[src/design/dcc_pkg.sv]
// dcc_pkg: shared types and constants for the door open/close controller
// no dependencies; imported by all but dcc_in_if and dcc_out_if
package dcc_pkg;

    typedef logic [3:0] t_state;

    localparam t_state ST_WATCH       = 4'd0;
    localparam t_state ST_OPEN_PULSE  = 4'd1;
    localparam t_state ST_OPENING     = 4'd2;
    localparam t_state ST_OPEN_ERR    = 4'd3;
    localparam t_state ST_IDLE        = 4'd4;
    localparam t_state ST_WAIT        = 4'd5;
    localparam t_state ST_CLOSE_PULSE = 4'd6;
    localparam t_state ST_CLOSING     = 4'd7;
    localparam t_state ST_CLOSE_ERR   = 4'd8;

    localparam int unsigned CFG_IDX_W = 4;
    localparam int unsigned CFG_DAT_W = 8;

    localparam logic [CFG_IDX_W-1:0] CFG_TRAVEL_TIME      = 4'd0;
    localparam logic [CFG_IDX_W-1:0] CFG_HOLD_OPEN_TIME   = 4'd1;
    localparam logic [CFG_IDX_W-1:0] CFG_RELAY_PULSE_TIME = 4'd2;
    localparam logic [CFG_IDX_W-1:0] CFG_CLOSE_ATTEMPTS   = 4'd3;

    localparam logic [7:0] RST_TRAVEL_TIME      = 8'd20;
    localparam logic [7:0] RST_HOLD_OPEN_TIME   = 8'd140;
    localparam logic [3:0] RST_RELAY_PULSE_TIME = 4'd1;
    localparam logic [2:0] RST_CLOSE_ATTEMPTS   = 3'd3;

    typedef struct packed {
        logic [7:0] travel_time;
        logic [7:0] hold_open_time;
        logic [3:0] relay_pulse_time;
        logic [2:0] close_attempts;
    } t_cfg;

    typedef struct packed {
        logic second_tick;
        logic door_sensor;
        logic lockdown;
        logic open_request;
        logic close_request;
    } t_item;

    typedef struct packed {
        t_state     state;
        logic       entry_pending;
        logic [7:0] timer;
        logic [2:0] attempts;
        logic       open_latched;
        logic       close_latched;
        logic       sensor_seen;
        logic       lockdown_seen;
    } t_ctrl;

    typedef struct packed {
        t_state door_state;
        logic   relay_closed;
        logic   report_valid;
        logic   report_door_open;
    } t_result;

endpackage

[src/design/dcc_step.sv]
// dcc_step: next-state and result logic for one control loop pass
// depends on dcc_pkg
module dcc_step
    import dcc_pkg::*;
(
    input  t_ctrl   i_cur,
    input  t_cfg    i_cfg,
    input  t_item   i_item,
    output t_ctrl   o_nxt,
    output t_result o_res
);

    t_ctrl  n;
    t_state ns;
    logic   relay;
    logic   rep;
    logic   rep_open;

    always_comb begin
        n        = i_cur;
        ns       = i_cur.state;
        relay    = 1'b0;
        rep      = 1'b0;
        rep_open = 1'b0;

        if (i_item.second_tick && (n.timer != 8'd0)) begin
            n.timer = n.timer - 8'd1;
        end

        case (i_cur.state)
            ST_WATCH: begin
                if (i_cur.entry_pending) begin
                    n.entry_pending = 1'b0;
                    rep             = 1'b1;
                    n.open_latched  = 1'b0;
                end
                if (n.open_latched && !i_cur.lockdown_seen) begin
                    ns = ST_OPEN_PULSE;
                end else if (i_cur.sensor_seen) begin
                    ns = ST_WAIT;
                end
            end
            ST_OPEN_PULSE, ST_CLOSE_PULSE: begin
                if (i_cur.entry_pending) begin
                    n.entry_pending = 1'b0;
                    n.timer         = {4'd0, i_cfg.relay_pulse_time};
                end
                if (n.timer == 8'd0) begin
                    ns = (i_cur.state == ST_OPEN_PULSE) ? ST_OPENING : ST_CLOSING;
                end else begin
                    relay = 1'b1;
                end
            end
            ST_OPENING: begin
                if (i_cur.entry_pending) begin
                    n.entry_pending = 1'b0;
                    n.timer         = i_cfg.travel_time;
                end
                if (n.timer == 8'd0) begin
                    ns = ST_OPEN_ERR;
                end else if (i_cur.sensor_seen) begin
                    ns = ST_IDLE;
                end
            end
            ST_OPEN_ERR: begin
                if (i_cur.sensor_seen) begin
                    ns = ST_IDLE;
                end
            end
            ST_IDLE: begin
                if (i_cur.entry_pending) begin
                    n.entry_pending = 1'b0;
                    n.close_latched = 1'b0;
                    n.open_latched  = 1'b0;
                    rep             = 1'b1;
                    rep_open        = 1'b1;
                end
                if (n.close_latched) begin
                    n.attempts = i_cfg.close_attempts;
                    ns         = ST_CLOSE_PULSE;
                end else if (!i_cur.sensor_seen) begin
                    ns = ST_WATCH;
                end
            end
            ST_WAIT: begin
                if (i_cur.entry_pending) begin
                    n.entry_pending = 1'b0;
                    n.close_latched = 1'b0;
                    rep             = 1'b1;
                    rep_open        = 1'b1;
                    n.timer         = i_cfg.hold_open_time;
                end
                if (!i_cur.sensor_seen) begin
                    ns = ST_WATCH;
                end else if ((n.timer == 8'd0) || n.close_latched) begin
                    n.attempts = i_cfg.close_attempts;
                    ns         = ST_CLOSE_PULSE;
                end
            end
            ST_CLOSING: begin
                if (i_cur.entry_pending) begin
                    n.entry_pending = 1'b0;
                    n.timer         = i_cfg.travel_time;
                end
                if (!i_cur.sensor_seen) begin
                    ns = ST_WATCH;
                end else if (n.timer == 8'd0) begin
                    if (i_cur.attempts > 3'd1) begin
                        n.attempts = i_cur.attempts - 3'd1;
                        ns         = ST_CLOSE_PULSE;
                    end else begin
                        ns = ST_CLOSE_ERR;
                    end
                end
            end
            ST_CLOSE_ERR: begin
                if (!i_cur.sensor_seen) begin
                    ns = ST_WATCH;
                end
            end
            default: begin
                ns = ST_WATCH;
            end
        endcase

        if (ns != i_cur.state) begin
            n.entry_pending = 1'b1;
        end
        n.state = ns;

        if (i_item.open_request) begin
            n.open_latched = 1'b1;
        end
        if (i_item.close_request) begin
            n.close_latched = 1'b1;
        end
        n.sensor_seen   = i_item.door_sensor;
        n.lockdown_seen = i_item.lockdown;
    end

    assign o_nxt                  = n;
    assign o_res.door_state       = ns;
    assign o_res.relay_closed     = relay;
    assign o_res.report_valid     = rep;
    assign o_res.report_door_open = rep & rep_open;

endmodule

[config.mk]
export PLATFORM = sky130hd
export DESIGN_NAME = dcc_step
export DESIGN_NICKNAME = d
export VERILOG_FILES = /design/src/design/dcc_pkg.sv /design/src/design/dcc_step.sv
export SDC_FILE = /design/constraint.sdc
export NUM_CORES = 1
export LEC_CHECK = 0
export ABC_AREA = 1
export BUFFER_PORTS_ARGS = -buffer_cell sky130_fd_sc_hd__buf_2
export CAP_MARGIN = 5
export CORE_ASPECT_RATIO = 1.5
export CORE_MARGIN = 1.5
export CORE_UTILIZATION = 51
export DETAILED_ROUTE_END_ITERATION = 10
export PLACE_DENSITY = 0.89
export REMOVE_ABC_BUFFERS = 1
export SYNTH_ARGS = -nofsm -noshare
export SYNTH_HDL_FRONTEND = slang
export SYNTH_SLANG_ARGS = --single-unit
[constraint.sdc]
create_clock -name vclk -period 2.2
set_clock_uncertainty 0.05 [all_clocks]
set_input_delay 0.11 -clock vclk [all_inputs]
set_output_delay 0.11 -clock vclk [all_outputs]
set_load 0.05 [all_outputs]
* Yosys cells after proc, flatten, opt, wreduce, memory -nomap -nowiden
Cells that the tools add are included.
** Operators by class
- Eq/ne operators :: 9
- Muxes and demuxes :: 47
- Reduce and logical (&&, ||, !) cells :: 14
- $lt $le $gt $ge :: 1
- Add/sub/neg operators :: 2
- Bitwise operators :: 1
** Operators with widths (number)
- two-way mux 4 bit :: 12
- two-way mux 9 bit :: 4
- zero test 8 bit :: 4
- two-way mux 8 bit :: 4
- one-hot mux 4 bit (8 select lines) :: 1
- one-hot mux 8 bit (4 select lines) :: 1
- two-way mux 3 bit :: 7
- equality test 4 x 3 -> 1 bit, second input constant :: 4
- two-way mux 1 bit :: 12
- one-hot mux 3 bit (3 select lines) :: 1
- equality test 4 x 2 -> 1 bit, second input constant :: 2
- nonzero test 8 bit :: 1
- subtractor 8 x 1 -> 8 bit, second input constant :: 1
- OR reduction 2 bit :: 3
- one-hot mux 1 bit (5 select lines) :: 1
- equality test 4 x 1 -> 1 bit, second input constant :: 1
- equality test 4 bit, second input constant :: 1
- zero test 4 bit :: 1
- two-way mux 2 bit :: 2
- inequality test 4 bit :: 1
- one-hot mux 1 bit (2 select lines) :: 2
- > comparator 3 x 1 -> 1 bit, second input constant :: 1
- OR reduction 3 bit :: 1
- subtractor 3 x 1 -> 3 bit, second input constant :: 1
- other kinds (4) :: 5
** Storage, ports and cells
- Word-level logic and storage cells :: 74
- Bits in registers :: 0
- Output and inout bits :: 27
- Input port bits :: 48

* Longest topological paths before layout
- Word-level depth :: 12
- Depth in mapped cells :: 21
- Gate-level depth less buffers :: 21

* Worst setup path before layout
OpenSTA, ideal clock, no wires.
- Kind :: input to output
- Start point :: input port i_cur[7] (netlist bit)
- End point :: output port o_nxt[15] (netlist bit)
- Path buffers :: 0
- Data arrival time :: 2435 ps
- Setup slack :: -395 ps
- Cell stages on the path :: 17
- Cell sequence :: inv_1 -> ha_1 -> nand2_2 -> o21ai_4 -> nand2_2 -> nand3_2 -> nand2_2 -> nor2_2 -> nand2_2 -> nor2_4 -> nand3_1 -> nand3_2 -> nand4_2 -> nand2_1 -> nand2_1 -> nor2_1 -> nand2_1
** RTL lines
- start, declared :: RTL line dcc_step.sv:6 : input t_ctrl i_cur,
- end, declared :: RTL line dcc_step.sv:9 : output t_ctrl o_nxt,

==> flow_summary_export.csv <==
group,metric,value,unit
sta,fin_tns_setup,-0.4063,ns
placement,port_buffers,71,
cells_and_area,syn2layout_area_growth,53.04,%
placement,gp_congestion,0.9911,
die,io_pins,75,
sta,tightest_slew,0.5209,ns
cells_and_area,final_nets,483,
synthesis,synth_area,0.001668,mm2
synthesis,avgSynthCellArea,5.039,um2
synthesis,ys.warnings.count,0,
cells_and_area,diodes,0,
cells_and_area,mostFrequentLayoutCell,"nand2_1",
grt,grt_pass1_vias,2540,
grt,grt_pass1_wl,10.35,mm
flow_run,cap_violations,0,
cells_and_area,design.seq.count,0,
die,start_util,53.32,%
sta,hold_viol,0,
sta,slew_violations,0,
sta,slew_headroom,65.23,%
sta,period_minus_slack,2.340,ns
die,die_width,49.69,um
drt,first_pass_iters,5,
status,status,"finished with violations",
cells_and_area,regArea,0,um2
drt,viasPerCell,5.584,
setup_path,crit_chain,"buf_4, nor2_4, nand2_4, o21ai_4, nand2_2, nand3_4, nand2_2, nor2_2, nand2_2, nor2_4, nand3_1, nand3_2, buf_12, nand3_2, nand2_1, nand2_1, nor2_1, nand2_1, buf_6",
sta,rsz0062_at_grt,"true",
die,die_h,73.04,um
setup_path,cp.required,2.04,ns
sta,max_freq,0.4274,GHz
drt,wl,6.300,mm
die,num_rows,25,
setup_path,cp_max_fo,6,
setup_path,cpLargestDelayFamily,"simple AND/OR/NAND/NOR gates",
setup_path,crit_path_start_kind,"primary input",
drt,ant_nets,0,
grt,grt_max_degree,20,
setup_path,slowest_stage,"o21ai_4",
setup_path,max_stage_delay,0.23,ns
drt,drc_errors,0,
setup_path,crit_buf_inv,3,
die,die_area,0.003629,mm2
cells_and_area,final_util,81.60,%
setup_path,crit_arrival,2.18,ns
synthesis,ys_seq_area_share,0,%
die,core_area,0.003128,mm2
grt,track_usage,35.17,%
sta,period_share,106.4,%
drt,num_vias,2630,
sta,setup_ws,-0.1399,ns
sta,finalSetupViolations,6,
grt,gr-total-overflow,0,
hold_path,hp-class,"primary input to output port",
placement,dp_hpwl,4.884,mm
drt,post_drt_wl_per_cell,13.38,um
pwr,leakagePower,1.432,nW
synthesis,netlist_instances,331,
setup_path,critPathKind,"primary input to output port",
cells_and_area,drive_gt1_share,40.37,%
pwr,power_density,256.0,mW/mm2
cells_and_area,final_cell_mix,"nand2_1 (105), buf_2 (54), buf_4 (42), inv_1 (39), nor2_1 (35)",
setup_path,crit_path_end_kind,"output port",
grt,antenna_found_initial,0,
pwr,peakVddDrop,0.1732,mV
synthesis,synth.distinct_cells,38,
status,violations,"negative setup slack",
cells_and_area,clock_buffers,0,
drt,dr.first_iter.drc_count,108,
==> where the power goes <==
group | internal, mW | total (mW) | switching, mW
clock | 0 | 0 | 0
sequential | 0 | 0 | 0
combinational | 0.238 | 0.654 | 0.416
total | 0.238 | 0.654 | 0.416
==> metrics by stage <==
stage	setup WS [ns]	total power, mW	hold WS (ns)	instances	instance area [um2]
floorplan	-0.7191	0.3657	0.1700	318	1587
global placement	-0.3107	0.5602	0.1704	465	2262
detailed placement	-0.3710	0.5701	0.1704	465	2262
CTS	-0.08609	0.6128	0.1704	470	2440
global route	-0.3326	0.6972	0.1703	471	2552
finish	-0.1399	0.6535	0.1704	471	2552
==> final cells by class <==
class	instances	area, um2
timing repair buffer	112	782.0
inverter	43	168.9
multi-input combinational	276	1551
tap	40	50.05
fill	225	575.6
==> logic make-up after synthesis <==
logic type	count (synthesis)	synth area share (%)
fa+ha+maj	2	1.500
xor+xnor	1	0.5252
buf+inv	56	14.55
mux	6	3.601
compound gates	41	16.73
simple gates	225	63.09
==> Yosys cell counts, drive strengths merged <==
master,number,area share (%)
and3,1,0.38
clkinv,1,0.22
xor2,1,0.53
o21bai,1,0.45
mux2i,6,3.6
nand3b,1,0.45
o211ai,4,1.8
clkbuf,3,0.68
buf,10,4.2
a211o,3,1.6
nand3,24,8.7
ha,2,1.5
o22ai,4,1.5
nand4,12,4.9
nor2,51,15
nor3,4,1.2
a311oi,1,0.53
a21oi,8,2.4
o21ai,10,3.7
inv,42,9.5
o2111ai,4,2.1
nand2b,1,0.38
nand2,130,32
a21o,1,0.45
o31ai,1,0.45
a21boi,4,1.8
nor4,1,0.38
==> final timing paths <==
check                 cells after the start  slack (ns)       from         to
worst max-delay path                     19       -0.14   i_cur[9]  o_nxt[15]
worst min-delay path                      0        0.17  i_item[2]   o_nxt[0]
==> per-layer routing <==
layer  up-vias  routed length (um)  GRT usage (%)
met1      1173                2102          33.33
li1       1277                   -              -
met4         0                 384          22.22
met2       139                3529          70.96
met5         -                   0              0
met3        41                 283          2.049
==> timing repair <==
item	CTS	global route
buffers inserted	4	1
setup endpoints to repair	12	12
hold buffers	0	0
resized for setup	43	36
pin swaps	24	9
gates cloned	1	0
No activity file was read; power rests on OpenSTA's default activity.
